### src/csr_sparse_matrix_vector_multiply_defines.svh
// assertion macros shared by the csr sparse matrix-vector multiply rtl
// no dependencies; included by modules that carry assertions
`ifndef CSR_SPARSE_MATRIX_VECTOR_MULTIPLY_DEFINES_SVH
`define CSR_SPARSE_MATRIX_VECTOR_MULTIPLY_DEFINES_SVH

// checked on every clock edge outside reset
`define CSMV_ASSERT(label, prop, msg) \
  label: assert property (@(posedge clk_i) disable iff (!rst_ni) prop) else $error(msg);

// checked on every clock edge, reset included
`define CSMV_ASSERT_ALWAYS(label, prop, msg) \
  label: assert property (@(posedge clk_i) prop) else $error(msg);

`endif

### src/csmv_pkg.sv
// types and constants for the csr sparse matrix-vector multiply block
// no dependencies
package csmv_pkg;

  localparam int unsigned VectorDepth = 4096;
  localparam int unsigned VecAddrW    = $clog2(VectorDepth);
  localparam int unsigned ColW        = 12;
  localparam int unsigned ValW        = 32;
  localparam int unsigned SumW        = 64;
  localparam int unsigned RowNumW     = 20;
  localparam int unsigned RowCntW     = 20;
  localparam int unsigned QueueDepth  = 4;
  localparam int unsigned QueuePtrW   = $clog2(QueueDepth);
  localparam int unsigned QueueCntW   = $clog2(QueueDepth + 1);

  typedef enum logic [1:0] {
    ActLoad    = 2'd0,
    ActNonzero = 2'd1,
    ActEmpty   = 2'd2,
    ActUnused  = 2'd3
  } action_e;

  typedef enum logic [1:0] {
    OpClear = 2'd0,
    OpMac   = 2'd1,
    OpEmpty = 2'd2
  } op_e;

  typedef struct packed {
    op_e                    op;
    logic                   last;
    logic signed [ValW-1:0] vec;
    logic signed [ValW-1:0] mat;
  } work_t;

endpackage

### src/csmv_if.sv


interface csmv_out_if;
  logic                                valid;
  logic                                ready;
  logic [csmv_pkg::RowNumW-1:0]        row_number;
  logic signed [csmv_pkg::SumW-1:0]    row_sum;
  logic                                saturated;

  modport source (output valid, row_number, row_sum, saturated, input ready);
  modport sink (input valid, row_number, row_sum, saturated, output ready);
endinterface

### src/csmv_back.sv
// back end: multiply, saturating row accumulation and result register
// depends on csmv_pkg, csmv_out_if and the assertion macro header
`include "csr_sparse_matrix_vector_multiply_defines.svh"

module csmv_back (
  input  logic              clk_i,
  input  logic              rst_ni,
  input  csmv_pkg::work_t   item_i,
  input  logic              item_valid_i,
  output logic              item_ready_o,
  csmv_out_if.source        out_o
);

  logic                             b1_valid_q;
  csmv_pkg::op_e                    b1_op_q;
  logic                             b1_last_q;
  logic signed [csmv_pkg::SumW-1:0] prod_q;
  logic signed [csmv_pkg::SumW-1:0] prod_d;

  logic signed [csmv_pkg::SumW-1:0] acc_q, acc_d;
  logic                             clip_q, clip_d;
  logic [csmv_pkg::RowCntW-1:0]     row_cnt_q, row_cnt_d;

  logic                             out_valid_q;
  logic [csmv_pkg::RowNumW-1:0]     out_row_q;
  logic signed [csmv_pkg::SumW-1:0] out_sum_q;
  logic                             out_sat_q;

  logic                             produces;
  logic                             exec;
  logic [csmv_pkg::SumW:0]          wide_sum;
  logic                             ovf;
  logic signed [csmv_pkg::SumW-1:0] sat_sum;
  logic signed [csmv_pkg::SumW-1:0] res_sum;
  logic                             res_sat;

  assign prod_d = $signed(item_i.vec) * $signed(item_i.mat);

  assign produces = (b1_op_q == csmv_pkg::OpEmpty) ||
                    (b1_op_q == csmv_pkg::OpMac && b1_last_q);
  assign exec = b1_valid_q && (!produces || !out_valid_q || out_o.ready);
  assign item_ready_o = !b1_valid_q || exec;

  // saturating add of the product into the row sum
  assign wide_sum = {acc_q[csmv_pkg::SumW-1], acc_q} + {prod_q[csmv_pkg::SumW-1], prod_q};
  assign ovf      = wide_sum[csmv_pkg::SumW] != wide_sum[csmv_pkg::SumW-1];
  always_comb begin
    sat_sum = wide_sum[csmv_pkg::SumW-1:0];
    if (ovf) begin
      sat_sum = wide_sum[csmv_pkg::SumW] ? {1'b1, {(csmv_pkg::SumW-1){1'b0}}}
                                         : {1'b0, {(csmv_pkg::SumW-1){1'b1}}};
    end
  end

  always_comb begin
    acc_d     = acc_q;
    clip_d    = clip_q;
    row_cnt_d = row_cnt_q;
    res_sum   = '0;
    res_sat   = 1'b0;
    unique case (b1_op_q)
      csmv_pkg::OpClear: begin
        acc_d     = '0;
        clip_d    = 1'b0;
        row_cnt_d = '0;
      end
      csmv_pkg::OpMac: begin
        res_sum = sat_sum;
        res_sat = clip_q || ovf;
        if (b1_last_q) begin
          acc_d     = '0;
          clip_d    = 1'b0;
          row_cnt_d = row_cnt_q + 1'b1;
        end else begin
          acc_d  = sat_sum;
          clip_d = clip_q || ovf;
        end
      end
      csmv_pkg::OpEmpty: begin
        acc_d     = '0;
        clip_d    = 1'b0;
        row_cnt_d = row_cnt_q + 1'b1;
      end
      default: begin
        acc_d = acc_q;
      end
    endcase
  end

  always_ff @(posedge clk_i) begin
    if (item_ready_o && item_valid_i) begin
      b1_op_q   <= item_i.op;
      b1_last_q <= item_i.last;
      prod_q    <= prod_d;
    end
    if (exec && produces) begin
      out_row_q <= csmv_pkg::RowNumW'(row_cnt_q);
      out_sum_q <= res_sum;
      out_sat_q <= res_sat;
    end
  end

  always_ff @(posedge clk_i or negedge rst_ni) begin
    if (!rst_ni) begin
      b1_valid_q  <= 1'b0;
      acc_q       <= '0;
      clip_q      <= 1'b0;
      row_cnt_q   <= '0;
      out_valid_q <= 1'b0;
    end else begin
      if (item_ready_o) begin
        b1_valid_q <= item_valid_i;
      end
      if (exec) begin
        acc_q     <= acc_d;
        clip_q    <= clip_d;
        row_cnt_q <= row_cnt_d;
      end
      if (exec && produces) begin
        out_valid_q <= 1'b1;
      end else if (out_o.ready) begin
        out_valid_q <= 1'b0;
      end
    end
  end

  assign out_o.valid      = out_valid_q;
  assign out_o.row_number = out_row_q;
  assign out_o.row_sum    = out_sum_q;
  assign out_o.saturated  = out_sat_q;

  `CSMV_ASSERT(clear_cnt_a, exec && b1_op_q == csmv_pkg::OpClear |=> row_cnt_q == '0, "row count not cleared by load")
  `CSMV_ASSERT(close_acc_a, exec && produces |=> acc_q == '0 && !clip_q, "row sum not cleared on close")
  `CSMV_ASSERT(no_drop_a, out_valid_q && !out_o.ready |=> out_valid_q && $stable(out_sum_q), "stalled result changed")

endmodule
### src/flat_wrapper.sv
// flat-port wrapper written by rule: the top's interface ports become plain ports
module csmv_back_flat 
  (clk_i, rst_ni, item_i, item_valid_i, item_ready_o, out_o_valid, out_o_row_number, out_o_row_sum, out_o_saturated, out_o_ready);
  csmv_out_if out_o_i ();
  input  logic clk_i;
  input  logic rst_ni;
  input  csmv_pkg::work_t item_i;
  input  logic item_valid_i;
  output logic item_ready_o;
  output wire logic [$bits(out_o_i.valid)-1:0] out_o_valid;
  output wire logic [$bits(out_o_i.row_number)-1:0] out_o_row_number;
  output wire logic [$bits(out_o_i.row_sum)-1:0] out_o_row_sum;
  output wire logic [$bits(out_o_i.saturated)-1:0] out_o_saturated;
  input wire logic [$bits(out_o_i.ready)-1:0] out_o_ready;
  assign out_o_valid = out_o_i.valid;
  assign out_o_row_number = out_o_i.row_number;
  assign out_o_row_sum = out_o_i.row_sum;
  assign out_o_saturated = out_o_i.saturated;
  assign out_o_i.ready = out_o_ready;
  csmv_back u_core (.clk_i(clk_i), .rst_ni(rst_ni), .item_i(item_i), .item_valid_i(item_valid_i), .item_ready_o(item_ready_o), .out_o(out_o_i));
endmodule
### config.mk
export PLATFORM = sky130hd
export DESIGN_NAME = csmv_back_flat
export DESIGN_NICKNAME = d
export VERILOG_FILES = /design/src/csmv_pkg.sv /design/src/csmv_if.sv /design/src/csmv_back.sv /design/src/flat_wrapper.sv
export VERILOG_INCLUDE_DIRS = /design/src /design/src/src
export SDC_FILE = /design/constraint.sdc
export NUM_CORES = 2
export LEC_CHECK = 0
export BUFFER_PORTS_ARGS = -buffer_cell sky130_fd_sc_hd__buf_4
export CAP_MARGIN = 10
export CORE_UTILIZATION = 50
export CTS_BUF_LIST = sky130_fd_sc_hd__clkbuf_4 sky130_fd_sc_hd__clkbuf_8 sky130_fd_sc_hd__clkbuf_16
export CTS_CLUSTER_DIAMETER = 200
export DETAILED_ROUTE_END_ITERATION = 6
export GPL_ROUTABILITY_DRIVEN = 0
export PLACE_DENSITY_LB_ADDON = 0.12
export SLEW_MARGIN = 20
export SYNTH_ARGS = -nofsm -noshare
export SYNTH_HDL_FRONTEND = slang
export SYNTH_SLANG_ARGS = --single-unit
### constraint.sdc
create_clock -name clk_i -period 10.75 [get_ports clk_i]
set_clock_uncertainty 0.15 [all_clocks]
set_input_delay 3.225 -clock clk_i [delete_from_list [all_inputs] [get_ports clk_i]]
set_output_delay 3.225 -clock clk_i [all_outputs]
set_load 0.02 [all_outputs]
==> results.yml <==
outcome:
  status: "completed"
cells_and_area:
  utilization: 0.543
  drive_gt1_frac: 0.0703
  final_cell_area_um2: 52500
  area_delta_synth_final_pct: 7.63
  fillers: 8809
  nNetsFinal: 6537
floorplan:
  initial_core_util: 0.505
  die-area_um2: 98800
  die_h_um: 314
  pin_count: 158
  die_x_um: 314
  core-area_um2: 96600
  num_rows: 114
logic_synthesis:
  seq_area_frac_synth: 0.138
  synth-seq-cells: 239
  synth_top_area_frac: 0.445
  ys_types: 71
  yosys.area.top_type: "fa_1"
  syn_inst: 5074
  syn_area_per_cell_um2: 9.61
  async_flop_share: 0.364
  syn_nets: 6481
  yosysMostFrequentCell: "fa_1"
  yosys_warnings: 0
  syn-cell-area_um2: 48800
  synth.area.top_cells: "fa_1 (44%), edfxtp_1 (9.4%), inv_1 (7.6%), and2_1 (6.9%), ha_1 (6.5%)"
  ys.flop_type: "edfxtp_1"
  synth-edff-count: 152
  yosys-top-cells-count: "fa_1 (1083), inv_1 (986), nand2_1 (630)"
critical_path:
  r2r_slack_ps: 5790
  critPathTopFamily: "adder cells"
  cpMostUsedCell: "fa_1"
  critPathBufInv: 3
  end_kind: "flip-flop"
  cp_max_fo: 32
  critPathKind: "in -> reg"
  cp_cell_sequence: "buf_4 > nand2_1 > fa_1 > fa_1 > fa_1 > fa_1 > inv_1 > fa_1 > fa_1 > fa_1 > fa_1 > ha_1 > nand3_1 > nor2_1 > nand4_1 > nand3b_1 > a21oi_1 > o21ai_0 > buf_4 > o21ai_0 > a21oi_1 > o21a_1 > o311ai_0"
  required_ps: 10890
  rr_worst_depth: 12
  cp-start-kind: "input pin"
  slowest_stage: "fa_1"
  cp_num_cells: 23
  critical-path-max-stage-delay_ps: 590
  r2r-start: "u_core.prod_q[28]"
  arrival_ps: 10520
  worstReg2RegEnd: "u_core.acc_q[62]"
hold_path:
  hp-class: "reg -> reg"
  min_to: "u_core.out_o.row_number[19]"
  min_path_cells: 0
  hold_start: "u_core.row_cnt_q[19]"
clock_network:
  clk_latency_ps: 530
  clock_sinks: 239
  clk_pin_slew_ps: 60
  cts_hold_buffers: 0
  cts_buffer_depth: 3
  cts_inserted_buffers: 23
  cts_root_buf: "clkbuf_16"
  h-tree-depth: 1
  cts_tree: "yes"
timing:
  timing.final.crit_period_ps: 10380
  rsz0062_at_grt: "no"
  tightest_slew_ps: 1030
  tns_ps: 0
  setup_viol: 0
  final-hold-violation-count: 0
  fmax_mhz: 96.3
  slew_headroom: 0.309
  slew_violations: 0
  min_period_over_period: 0.966
detailed_routing:
  via_per_inst: 5.36
  top_layer_used: "met5"
  wl_met3_um: 7810
  dr.pass1.iters: 6
  route.vias.total: 34400
  drtAntennaViolNets: 0
  wirelength_um: 123000
  dr_wl_met2_um: 56500
  drt_iter0_drc: 2460
  wl_per_cell_um: 19.2
  route.detailed.drc: 0
  met1_length_um: 57700
global_route:
  grt_use_total: 0.259
  grt_pass1_wl_um: 201000
  grt_start_max_net_pins: 76
  grt_pass1_vias: 36100
  grt_overflow: 0
  antenna_found_initial: 6
job:
  drv_cap: 0
place:
  port_buffers: 157
  dp_hpwl_um: 104000
  placed_area_um2: 51700
## worst max-delay path by stage
| stage | from | endpoint | slack (ps) |
|---|---|---|---|
| final | item_i[9] | u_core.prod_q[61] | 370 |
| after global routing | item_i[6] | u_core.prod_q[60] | 9 |
| after CTS | item_i[9] | u_core.prod_q[61] | 400 |
| after detailed placement | item_i[9] | u_core.prod_q[61] | -130 |
| after global placement | item_i[6] | u_core.prod_q[60] | -0.9 |
| after floorplan | item_i[2] | u_core.prod_q[58] | 130 |
## cells by family (layout without fill, tap and decap cells)
logic type,count (synthesis),count (layout),synth area share
xor+xnor,137,137,0.0246
mux,5,5,0.00103
other cells,0,1,0
simple gates,1565,1565,0.158
buf+inv,1257,1329,0.0972
fa+ha+maj,1336,1336,0.510
flops,239,239,0.138
compound gates,535,535,0.0709
## routing by layer
layer,track usage,up-vias
met4,0.0283,8
met2,0.409,1004
met3,0.0277,73
li1,-,15500
met5,0,-
met1,0.397,17800
## cells in the final DEF (no fill, tap or decap), types with 10 or more instances in the layout
cell type and n:
nand3_1 44, nand4_1 40, a22o_1 20, fa_1 1083, a21oi_1 164, dfrtp_1 87, o31ai_1 10, xnor2_1 88
nand2b_1 20, and2_1 536, xor2_1 49, nor2_1 174, nor3_1 30, edfxtp_1 152, a211oi_1 12, clkbuf_16 24
nor2b_1 26, nand2_1 630, a221o_1 15, buf_4 297, a31oi_1 24, o21ai_0 107, inv_1 986, ha_1 253
a21o_1 70, o21a_1 16, o21bai_1 27, and3_1 21
## layout make-up
class / count / area [µm²] / share of cell area
clock buffers: 33 / 681 / 0.0130
repair buffers: 301 / 2310 / 0.0440
flip-flops and latches: 239 / 6740 / 0.128
diodes: 1 / 2.50 / 0.0000477
multi-input cells: 3578 / 37300 / 0.711
inverters: 987 / 3700 / 0.0706
clock inverters: 8 / 126 / 0.00241
well taps: 1276 / 1600 / 0.0304
## metrics by stage
step / instances / hold slack [ps] / setup slack (ps)
floorplan: 5074 / 294 / 131
global placement: 6381 / 309 / -0.939
detailed placement: 6381 / 311 / -131
CTS: 6422 / 327 / 397
global route: 6422 / 343 / 9.24
finish: 6423 / 324 / 365
## flip-flops by register name, indices dropped and copies added (netlist names), 2 cells and up
register	cells
u_core.out_o.row_number	20
u_core.acc_q	64
u_core.row_cnt_q	20
u_core.out_o.row_sum	64
u_core.b1_op_q	2
u_core.prod_q	64
## timing repair
item | CTS | global route
buffers inserted | 0 | 0
gates resized for setup | 0 | 1
endpoints found under the setup margin | 0 | 1
Power is left out: the tool's default activity adds up to more than one toggle a clock period on the data nets, which glitch-free logic cannot reach.
