$ cat config.mk
export PLATFORM = sky130hd
export DESIGN_NAME = csmv_fifo
export DESIGN_NICKNAME = d
export VERILOG_FILES = /design/src/csmv_pkg.sv /design/src/csmv_fifo.sv
export VERILOG_INCLUDE_DIRS = /design/src /design/src/src
export SDC_FILE = /design/constraint.sdc
export NUM_CORES = 1
export LEC_CHECK = 0
export ABC_CLOCK_PERIOD_IN_PS = 3500
export BUFFER_PORTS_ARGS = -buffer_cell sky130_fd_sc_hd__buf_2
export CORE_MARGIN = 2
export CORE_UTILIZATION = 35
export CTS_BUF_LIST = sky130_fd_sc_hd__clkbuf_8
export DETAILED_ROUTE_END_ITERATION = 10
export GPL_TIMING_DRIVEN = 0
export PLACE_DENSITY = 0.56
export SYNTH_ARGS = -nofsm -noshare
export SYNTH_HDL_FRONTEND = slang
export SYNTH_SLANG_ARGS = --single-unit
$ cat constraint.sdc
create_clock -name clk_i -period 3.5 [get_ports clk_i]
set_clock_uncertainty 0.15 [all_clocks]
set_input_delay 0.35 -clock clk_i [delete_from_list [all_inputs] [get_ports clk_i]]
set_output_delay 0.35 -clock clk_i [all_outputs]
set_load 0.02 [all_outputs]
$ cat src/csr_sparse_matrix_vector_multiply_defines.svh
// assertion macros shared by the csr sparse matrix-vector multiply rtl
// no dependencies; included by modules that carry assertions
`ifndef CSR_SPARSE_MATRIX_VECTOR_MULTIPLY_DEFINES_SVH
`define CSR_SPARSE_MATRIX_VECTOR_MULTIPLY_DEFINES_SVH

// checked on every clock edge outside reset
`define CSMV_ASSERT(label, prop, msg) \
  label: assert property (@(posedge clk_i) disable iff (!rst_ni) prop) else $error(msg);

// checked on every clock edge, reset included
`define CSMV_ASSERT_ALWAYS(label, prop, msg) \
  label: assert property (@(posedge clk_i) prop) else $error(msg);

`endif

$ cat src/csmv_pkg.sv
// types and constants for the csr sparse matrix-vector multiply block
// no dependencies
package csmv_pkg;

  localparam int unsigned VectorDepth = 4096;
  localparam int unsigned VecAddrW    = $clog2(VectorDepth);
  localparam int unsigned ColW        = 12;
  localparam int unsigned ValW        = 32;
  localparam int unsigned SumW        = 64;
  localparam int unsigned RowNumW     = 20;
  localparam int unsigned RowCntW     = 20;
  localparam int unsigned QueueDepth  = 4;
  localparam int unsigned QueuePtrW   = $clog2(QueueDepth);
  localparam int unsigned QueueCntW   = $clog2(QueueDepth + 1);

  typedef enum logic [1:0] {
    ActLoad    = 2'd0,
    ActNonzero = 2'd1,
    ActEmpty   = 2'd2,
    ActUnused  = 2'd3
  } action_e;

  typedef enum logic [1:0] {
    OpClear = 2'd0,
    OpMac   = 2'd1,
    OpEmpty = 2'd2
  } op_e;

  typedef struct packed {
    op_e                    op;
    logic                   last;
    logic signed [ValW-1:0] vec;
    logic signed [ValW-1:0] mat;
  } work_t;

endpackage

$ cat src/csmv_fifo.sv
// short queue of decoded words between front and back end
// depends on csmv_pkg and the assertion macro header
`include "csr_sparse_matrix_vector_multiply_defines.svh"

module csmv_fifo (
  input  logic              clk_i,
  input  logic              rst_ni,
  input  csmv_pkg::work_t   push_item_i,
  input  logic              push_valid_i,
  output logic              push_ready_o,
  output csmv_pkg::work_t   pop_item_o,
  output logic              pop_valid_o,
  input  logic              pop_ready_i
);

  csmv_pkg::work_t                mem_q [csmv_pkg::QueueDepth];
  logic [csmv_pkg::QueuePtrW-1:0] wptr_q, wptr_d;
  logic [csmv_pkg::QueuePtrW-1:0] rptr_q, rptr_d;
  logic [csmv_pkg::QueueCntW-1:0] count_q, count_d;
  logic                           push;
  logic                           pop;

  assign push_ready_o = count_q != csmv_pkg::QueueCntW'(csmv_pkg::QueueDepth);
  assign pop_valid_o  = count_q != '0;
  assign push         = push_valid_i && push_ready_o;
  assign pop          = pop_valid_o && pop_ready_i;
  assign pop_item_o   = mem_q[rptr_q];

  always_comb begin
    wptr_d  = push ? wptr_q + 1'b1 : wptr_q;
    rptr_d  = pop ? rptr_q + 1'b1 : rptr_q;
    count_d = count_q;
    if (push && !pop) begin
      count_d = count_q + 1'b1;
    end else if (pop && !push) begin
      count_d = count_q - 1'b1;
    end
  end

  always_ff @(posedge clk_i) begin
    if (push) begin
      mem_q[wptr_q] <= push_item_i;
    end
  end

  always_ff @(posedge clk_i or negedge rst_ni) begin
    if (!rst_ni) begin
      wptr_q  <= '0;
      rptr_q  <= '0;
      count_q <= '0;
    end else begin
      wptr_q  <= wptr_d;
      rptr_q  <= rptr_d;
      count_q <= count_d;
    end
  end

  `CSMV_ASSERT(count_bound_a, count_q <= csmv_pkg::QueueCntW'(csmv_pkg::QueueDepth), "queue overfilled")
  `CSMV_ASSERT(count_track_a, push && !pop |=> count_q == $past(count_q) + 1'b1, "queue count lost a word")
  `CSMV_ASSERT_ALWAYS(count_rst_a, $rose(rst_ni) |-> count_q == '0, "queue not empty out of reset")

endmodule

==> flow_metrics.py, run 1 <==
metrics = {
    "run_status": {
        "status": "completed",
    },
    "global_routing": {
        "first_global_vias": 5462,
        "antenna_found_initial": 0,
        "gr-total-overflow": 0,
        "grt_use_total_pct": 12.98,
        "grt_max_degree": 36,
        "grt_pass1_wl_um": 30100,
    },
    "floorplanning": {
        "die_area_um2": 30190,
        "initial_core_util_pct": 35.33,
        "core_um2": 28550,
        "ios": 140,
        "die_h_um": 173.8,
        "dieWidth_um": 173.8,
        "rows": 62,
    },
    "clock_network": {
        "clock_sinks": 275,
        "path_clk_slew_ns": 0.05,
        "cts_max_path_buffers": 3,
        "cts_setup_buffers": 0,
        "clk_latency_ns": 0.53,
        "cts_made_buffers": 46,
        "cts_tree": "yes",
        "cts-root-buf": "clkbuf_8",
        "htree_levels": 2,
    },
    "synth": {
        "netlist_area_um2": 10090,
        "synth_top_family_by_area": "multiplexers",
        "synth_fp_nets": 463,
        "synth_seq_area_share_pct": 81.53,
        "synth.top_cell.area_share_pct": 79.79,
        "synth_top_area_cell": "edfxtp_1",
        "synthCells": 386,
        "synth_area_leaders": "edfxtp_1, mux4_2, dfrtp_1",
        "ys_types": 20,
        "synth_compound_area_share_pct": 0.1116,
        "synthSimpleGateAreaFrac_pct": 0.5086,
        "synth_warnings": 0,
        "synthMuxAreaShare_pct": 15.18,
        "synth_xor_area_share_pct": 0.5210,
        "avgSynthCellArea_um2": 26.13,
        "synth_seq_cells": 275,
        "synthAdderAreaFrac_pct": 0.8188,
    },
    "final_layout": {
        "post_layout_nonfiller_instances": 1066,
        "final_nets": 725,
        "n_antenna_cell": 0,
        "synthToLayoutAreaGrowth_pct": 27.99,
        "nFillCells": 2495,
        "drive_gt1_share_pct": 42.08,
    },
    "hold_path": {
        "hold_start": "push_valid_i",
        "min_path_type": "input port to flop",
    },
    "routing": {
        "drt-initial-drc-count": 300,
        "drc": 0,
        "ant_nets": 0,
        "vias": 4912,
        "routedWlPerCell_um": 18.21,
        "vias_per_cell": 4.608,
        "first_pass_iters": 7,
        "wl_um": 19410,
    },
    "timing": {
        "slew_viol_final": 0,
        "tns_ns": 0,
        "finalSetupViolCount": 0,
        "min_period_ns": 2.820,
        "setup_ws_ns": 0.6799,
        "rsz0062_at_grt": "no",
        "fmax_ghz": 0.3546,
        "max_slew_margin_pct": 39.96,
        "tightest_slew_ns": 0.9007,
        "finalCritPeriodShare_pct": 80.58,
        "hold_viol": 0,
    },
    "place": {
        "portBuffers": 139,
        "routabilityCongestion": 0.6881,
        "preCtsSetupSlack_ns": 1.155,
        "dp_cells": 913,
        "dp_hpwl_um": 11600,
    },
    "critical_path": {
        "critPathRequiredTime_ns": 3.00,
        "crit_path_max_fanout": 10,
        "crit_start": "rptr_q[1]",
        "endpoint_kind": "primary output",
        "path_class": "flop to primary output",
        "cp.arrival_ns": 2.32,
        "cp-start-kind": "flop",
        "r2r-start": "count_q[0]",
    },
    "pwr": {
        "ir_drop_mv": 0.3963,
        "power_leakage_nw": 4.519,
        "power_density_nw_per_um2": 827.2,
    },
    "job": {
        "drv_cap": 0,
    },
}
-- stage by stage --
stage | total power, W | hold WS (ns) | area (µm²) | util [%]
finish | 0.01068 | 0.1469 | 12910 | 45.22
floorplan | 0.006998 | -0.09559 | 10090 | -
global route | 0.01128 | 0.1305 | 12910 | 45.22
detailed placement | 0.008210 | 0.04225 | 11350 | 39.77
CTS | 0.01091 | 0.1009 | 12910 | 45.22
global placement | 0.008134 | 0.03684 | 11260 | 39.45
-- final cells by class --
type / instances / area (µm²) / share of cell area (%)
clock buffer: 47 / 646.9 / 5.011
inverter: 3 / 11.26 / 0.08723
timing repair buffer: 214 / 1486 / 11.52
sequential: 275 / 8223 / 63.70
clock inverter: 35 / 198.9 / 1.541
buffer: 16 / 122.6 / 0.9499
tap: 384 / 480.5 / 3.722
multi-input combinational: 92 / 1739 / 13.47
-- state kept, by name, indices dropped and copies added, names as in the netlist --
| name | cells |
|---|---|
| count_q | 3 |
| wptr_q | 2 |
| rptr_q | 2 |
| mem_q | 268 |
-- metal layers --
layer	up-vias	global-route usage, %	wire length (µm)
li1	2181	-	-
met1	2560	16.42	8331
met2	138	21.60	9607
met3	33	3.904	1154
met4	0	4.027	318
met5	-	0	0
-- cell usage in the layout (no fill, tap or decap), types with 3 or more instances in the layout --
cell type and instances:
clkinv_2 6, xnor2_1 4, ha_1 5, clkbuf_1 3, inv_1 20, clkbuf_8 47
edfxtp_1 268, mux4_2 67, clkinv_1 8, dlygate4sd3_1 71, buf_2 145, and2_4 4
buf_4 4, buf_12 6, dfrtp_1 7
-- cell usage after synthesis --
cell,number
edfxtp_1,268
mux4_2,67
dfrtp_1,7
buf_2,6
ha_1,5
and2_1,4
buf_4,4
xnor2_1,4
clkbuf_1,3
inv_1,3
buf_12,2
mux2_2,2
nand2_1,2
nor2_1,2
xor2_1,2
a21boi_2,1
buf_6,1
fa_1,1
nand3_1,1
or3_1,1
-- cell families (layout without fill, tap and decap cells) --
logic type | Yosys count | count (layout)
AO/OA/AOI/OAI | 1 | 1
XOR/XNOR | 6 | 6
adder cells (fa/ha/maj) | 6 | 6
buffers and inverters | 19 | 315
flip-flops | 275 | 275
multiplexers | 69 | 69
AND/OR/NAND/NOR | 10 | 10
-- power breakdown --
| part | leakage (nW) | internal [W] | switching (W) |
|---|---|---|---|
| combinational | 1.49 | 0.00150 | 0.00209 |
| sequential | 2.54 | 0.00435 | 0.000146 |
| clock | 0.493 | 0.00139 | 0.00119 |
| total | 4.52 | 0.00725 | 0.00343 |
-- what timing repair did --
item | 4_1_cts | 5_1_grt
hold buffers | 71 | 0
endpoints found under the hold margin | 277 | 0
resized for setup | 0 | 0
-- critical path, cell delays in order, from the launching register on --
cell,delay (ns)
dfrtp_1,0.31
buf_2,0.16
clkbuf_1,0.70
mux4_2,0.44
buf_2,0.18
-- final timing paths --
kind,end,slack [ns],cells past startpoint
setup / recovery,pop_item_o[14],0.68,4
hold / removal,wptr_q[0],0.15,3
setup reg to reg,count_q[2],1.16,8
hold reg to reg,count_q[2],0.40,1
max in group asynchronous,count_q[1],1.86,4
min in group asynchronous,wptr_q[0],0.54,3
No activity file was read; power rests on OpenSTA's default activity.
==> run 2, diff against run 1 <==
--- a/config.mk
+++ b/config.mk
@@ -6,7 +6,7 @@
 export SDC_FILE = /design/constraint.sdc
 export NUM_CORES = 1
 export LEC_CHECK = 0
-export ABC_CLOCK_PERIOD_IN_PS = 3500
+export ABC_CLOCK_PERIOD_IN_PS = 2750
 export BUFFER_PORTS_ARGS = -buffer_cell sky130_fd_sc_hd__buf_2
 export CORE_MARGIN = 2
 export CORE_UTILIZATION = 35
==> constraint.sdc (replaced) <==
create_clock -name clk_i -period 2.75 [get_ports clk_i]
set_clock_uncertainty 0.15 [all_clocks]
set_input_delay 0.275 -clock clk_i [delete_from_list [all_inputs] [get_ports clk_i]]
set_output_delay 0.275 -clock clk_i [all_outputs]
set_load 0.02 [all_outputs]
==> flow_metrics.py, run 2 (synthesis results as in run 1) <==
metrics = {
    "run_status": {
        "status": "completed",
    },
    "timing": {
        "hold_viol": 0,
        "min_period_ns": 2.609,
        "fmax_ghz": 0.3834,
        "finalSetupViolCount": 0,
        "finalCritPeriodShare_pct": 94.86,
        "slew_viol_final": 0,
        "rsz0062_at_grt": "no",
        "tightest_slew_ns": 0.6560,
        "holdWs_ns": 0.05458,
        "max_slew_margin_pct": 56.26,
    },
    "hold_path": {
        "min_path_type": "input port to flop",
    },
    "place": {
        "dp_cells": 913,
        "place_area_um2": 11350,
        "portBuffers": 139,
        "dp_hpwl_um": 11520,
        "routabilityCongestion": 0.6889,
    },
    "final_layout": {
        "final_nets": 723,
        "synthToLayoutAreaGrowth_pct": 27.16,
        "final_common_cell": "edfxtp_1",
        "top_register": "mem_q",
        "drive_gt1_share_pct": 41.78,
        "post_layout_nonfiller_instances": 1059,
        "reg_top3": "mem_q x268, count_q x3",
        "largest_reg_flops": 268,
        "finalInstanceArea_um2": 12820,
        "mostFrequentLayoutCells": "edfxtp_1, buf_2, dlygate4sd3_1, mux4_2, clkbuf_8",
        "final_util_pct": 44.92,
        "n_antenna_cell": 0,
    },
    "clock_network": {
        "clk_latency_ns": 0.54,
        "cts-root-buf": "clkbuf_8",
        "htree_levels": 2,
        "cts_made_buffers": 45,
        "cts_tree": "yes",
        "cts_setup_buffers": 0,
        "cts_max_path_buffers": 3,
        "clock_sinks": 275,
        "path_clk_slew_ns": 0.06,
    },
    "critical_path": {
        "endpoint_kind": "primary output",
        "critPathRequiredTime_ns": 2.33,
        "cp-start-kind": "flop",
        "path_class": "flop to primary output",
        "crit_path_max_fanout": 10,
        "cp.arrival_ns": 2.18,
    },
    "pwr": {
        "power_leakage_nw": 4.469,
        "p_total_w": 0.01335,
        "power_density_nw_per_um2": 1041,
        "ir_drop_mv": 0.5897,
    },
    "global_routing": {
        "grt_max_degree": 39,
        "grt_pass1_wl_um": 30230,
        "gr-total-overflow": 0,
        "grt_use_total_pct": 13.05,
        "antenna_found_initial": 0,
        "first_global_vias": 5539,
    },
    "floorplanning": {
        "initial_core_util_pct": 35.33,
        "ios": 140,
        "die_area_um2": 30190,
        "die_h_um": 173.8,
        "rows": 62,
        "dieWidth_um": 173.8,
        "core_um2": 28550,
    },
    "routing": {
        "drc": 0,
        "ant_nets": 0,
        "vias_per_cell": 4.595,
        "first_pass_iters": 4,
        "vias": 4866,
        "wl_um": 19410,
        "drt-initial-drc-count": 320,
        "routedWlPerCell_um": 18.32,
    },
    "job": {
        "drv_cap": 0,
    },
}
-- run 2: changes by cell type in the layout (fill, tap and decap cells not counted) --
cell	delta
inv_1	-3
clkinv_2	-3
buf_2	-3
clkbuf_2	+1
bufinv_16	-2
clkbuf_1	-1
clkbuf_4	+1
buf_4	+2
clkinv_1	+3
dlygate4sd3_1	-1
clkinvlp_4	-1
-- run 2: final cells by class --
type | count | area [µm²]
Tap cell | 384 | 480.5
Clock buffer | 47 | 646.9
Inverter | 3 | 11.26
Timing Repair Buffer | 213 | 1476
Multi-Input combinational cell | 92 | 1739
Buffer | 16 | 131.4
Clock inverter | 29 | 116.4
Fill cell | 2518 | 15720
Sequential cell | 275 | 8223
-- run 2: worst paths after layout --
| check | startpoint | end | slack [ns] | cells after the start |
|---|---|---|---|---|
| worst max-delay path | rptr_q[1] | pop_item_o[42] | 0.14 | 5 |
| worst min-delay path | push_valid_i | wptr_q[0] | 0.05 | 3 |
| worst max register to register | count_q[0] | count_q[2] | 0.43 | 8 |
| worst min register to register | count_q[2] | count_q[2] | 0.39 | 1 |
| max in group asynchronous | rst_ni | rptr_q[1] | 1.65 | 3 |
| min in group asynchronous | rst_ni | count_q[2] | 0.55 | 3 |
-- run 2: routing by layer --
metal	vias to the layer above	track usage [%]	routed length (µm)
li1	2178	-	-
met3	35	3.882	1169
met2	139	22.64	9929
met5	-	0	0
met1	2514	15.71	7938
met4	0	4.097	368
-- run 2: what timing repair did --
item	in CTS	in global routing
gates resized for setup	3	1
hold buffers	70	0
setup endpoints to repair	30	2
endpoints found under the hold margin	277	0
-- run 2: report_power, final --
group	internal (W)	leakage, nW	switching (W)
clock network	0.00156	0.442	0.00148
logic	0.00192	1.49	0.00266
registers	0.00554	2.54	0.000189
-- run 2: worst max-delay path: stages, from the launching register on --
cell and delay (ns):
dfrtp_1 0.31, buf_2 0.18, buf_2 0.34, buf_4 0.29
mux4_2 0.35, buf_2 0.18
-- run 2: through the flow --
step           setup TNS [ns]  worst slack, ns
2_1_floorplan               0           0.4934
3_3_place_gp           -49.40          -0.1931
3_5_place_dp                0           0.4368
4_1_cts                     0          0.04717
5_1_grt                     0         0.007520
6_report                    0           0.1414
==> run 3, diff against run 2 <==
--- a/config.mk
+++ b/config.mk
@@ -9,11 +9,11 @@
 export ABC_CLOCK_PERIOD_IN_PS = 2750
 export BUFFER_PORTS_ARGS = -buffer_cell sky130_fd_sc_hd__buf_2
 export CORE_MARGIN = 2
-export CORE_UTILIZATION = 35
+export CORE_UTILIZATION = 59
 export CTS_BUF_LIST = sky130_fd_sc_hd__clkbuf_8
 export DETAILED_ROUTE_END_ITERATION = 10
 export GPL_TIMING_DRIVEN = 0
-export PLACE_DENSITY = 0.56
+export PLACE_DENSITY = 0.85
 export SYNTH_ARGS = -nofsm -noshare
 export SYNTH_HDL_FRONTEND = slang
 export SYNTH_SLANG_ARGS = --single-unit
==> flow_metrics.py, run 3 (synthesis results as in run 1) <==
metrics = {
    "run_status": {
        "status": "completed",
    },
    "floorplanning": {
        "dieWidth_um": 134.7,
        "core_um2": 16640,
        "die_h_um": 134.7,
        "initial_core_util_pct": 60.60,
        "die_area_um2": 18160,
        "ios": 140,
        "rows": 47,
    },
    "critical_path": {
        "path_class": "flop to primary output",
        "critPathRequiredTime_ns": 2.33,
        "crit_slowest_cell": "mux4_2",
        "cp.arrival_ns": 2.20,
        "cp-start-kind": "flop",
        "path_cells": "buf_2 > buf_2 > buf_2 > mux4_2 > buf_2",
        "max_stage_delay_ns": 0.35,
        "endpoint_kind": "primary output",
        "path_common_cell": "buf_2",
        "crit_path_max_fanout": 10,
    },
    "global_routing": {
        "grt_pass1_wl_um": 29970,
        "grt_max_degree": 58,
        "antenna_found_initial": 1,
        "grt_use_total_pct": 22.24,
        "first_global_vias": 5460,
        "gr-total-overflow": 0,
    },
    "routing": {
        "drt-initial-drc-count": 406,
        "wl_um": 19500,
        "routedWlPerCell_um": 21.76,
        "vias": 4948,
        "first_pass_iters": 5,
        "vias_per_cell": 5.522,
        "drc": 0,
        "ant_nets": 0,
    },
    "final_layout": {
        "final_nets": 719,
        "reg_top3": "mem_q x268, count_q x3",
        "largest_reg_flops": 268,
        "post_layout_nonfiller_instances": 896,
        "top_register": "mem_q",
        "drive_gt1_share_pct": 41.63,
        "synthToLayoutAreaGrowth_pct": 25.37,
        "finalInstanceArea_um2": 12640,
        "final_common_cell": "edfxtp_1",
        "mostFrequentLayoutCells": "edfxtp_1, buf_2, dlygate4sd3_1, mux4_2, clkbuf_8",
    },
    "clock_network": {
        "clk_latency_ns": 0.54,
        "cts_made_buffers": 41,
        "cts_setup_buffers": 0,
        "cts_max_path_buffers": 3,
        "path_clk_slew_ns": 0.06,
        "htree_levels": 2,
        "cts-root-buf": "clkbuf_8",
        "cts_tree": "yes",
        "clock_sinks": 275,
    },
    "timing": {
        "finalCritPeriodShare_pct": 95.61,
        "hold_viol": 0,
        "fmax_ghz": 0.3803,
        "max_slew_margin_pct": 58.11,
        "rsz0062_at_grt": "no",
        "tightest_slew_ns": 0.6284,
        "finalSetupViolCount": 0,
        "slew_viol_final": 0,
        "min_period_ns": 2.629,
    },
    "pwr": {
        "p_total_w": 0.01343,
        "power_density_nw_per_um2": 1062,
        "ir_drop_mv": 0.9449,
        "power_leakage_nw": 4.497,
    },
    "place": {
        "portBuffers": 139,
        "dp_hpwl_um": 11030,
        "dp_cells": 749,
        "place_area_um2": 11170,
        "routabilityCongestion": 0.7108,
    },
    "job": {
        "drv_cap": 0,
    },
    "hold_path": {
        "min_path_type": "input port to flop",
    },
}
## run 3: cell types whose count changed in the layout (fill, tap and decap cells not counted), sizes merged
cell / before / now
inv: 17 / 23
clkbuf: 51 / 48
clkinv: 14 / 11
bufinv: 0 / 1
clkinvlp: 1 / 0
diode: 0 / 1
## run 3: final timing paths
path	start	to	slack, ns	cells past startpoint
max	rptr_q[1]	pop_item_o[29]	0.12	5
min	push_valid_i	wptr_q[0]	0.1	3
max reg2reg	count_q[1]	count_q[2]	0.16	8
min reg2reg	wptr_q[1]	wptr_q[1]	0.44	1
max in group asynchronous	rst_ni	rptr_q[1]	1.66	3
min in group asynchronous	rst_ni	wptr_q[1]	0.54	3
## run 3: worst max-delay path, delay by kind of cell, from the launching register on
kind,cells,cell delay (ns)
mux,1,0.35
buf+inv,4,0.98
flops,1,0.32
## run 3: layout make-up
| type | count | area, µm² |
|---|---|---|
| diodes | 1 | 2.502 |
| plain buffers | 16 | 126.4 |
| clock buffers | 44 | 605.6 |
| clock inverters | 32 | 162.7 |
| fillers | 852 | 3998 |
| inverters | 3 | 11.26 |
| multi-input cells | 92 | 1739 |
| flip-flops and latches | 275 | 8223 |
| well taps | 220 | 275.3 |
| repair buffers | 213 | 1499 |
## run 3: layer usage
| layer | share of wire [%] | wire length (µm) | global-route usage (%) | up-vias |
|---|---|---|---|---|
| li1 | - | - | - | 2173 |
| met1 | 39 | 7559 | 29.06 | 2527 |
| met2 | 52 | 10160 | 37.39 | 223 |
| met3 | 7.5 | 1465 | 5.743 | 25 |
| met4 | 1.6 | 310 | 6.959 | 0 |
| met5 | 0 | 0 | 0 | - |
## run 3: power by group
part	switching (W)	leakage, nW	total, W	internal (W)
combinational	0.00267	1.50	0.00460	0.00193
sequential	0.000225	2.54	0.00577	0.00554
clock	0.00147	0.461	0.00306	0.00158
## run 3: timing repair
action	in CTS	in global routing
hold buffers	70	0
endpoints found under the hold margin	277	0
setup endpoints to repair	0	6
gates resized for setup	0	3
## run 3: per-stage QoR
stage                     TNS, ns  util [%]  setup WS (ns)  hold WS, ns
after CTS                       0     75.94        0.06620      0.03946
after global placement     -19.46     66.47       -0.08117     -0.03602
final                           0     75.98         0.1208      0.09580
after floorplan                 0         -         0.4934      -0.1706
after global routing            0     75.98        0.01675      0.06419
after detailed placement        0     67.12         0.3552     -0.03592
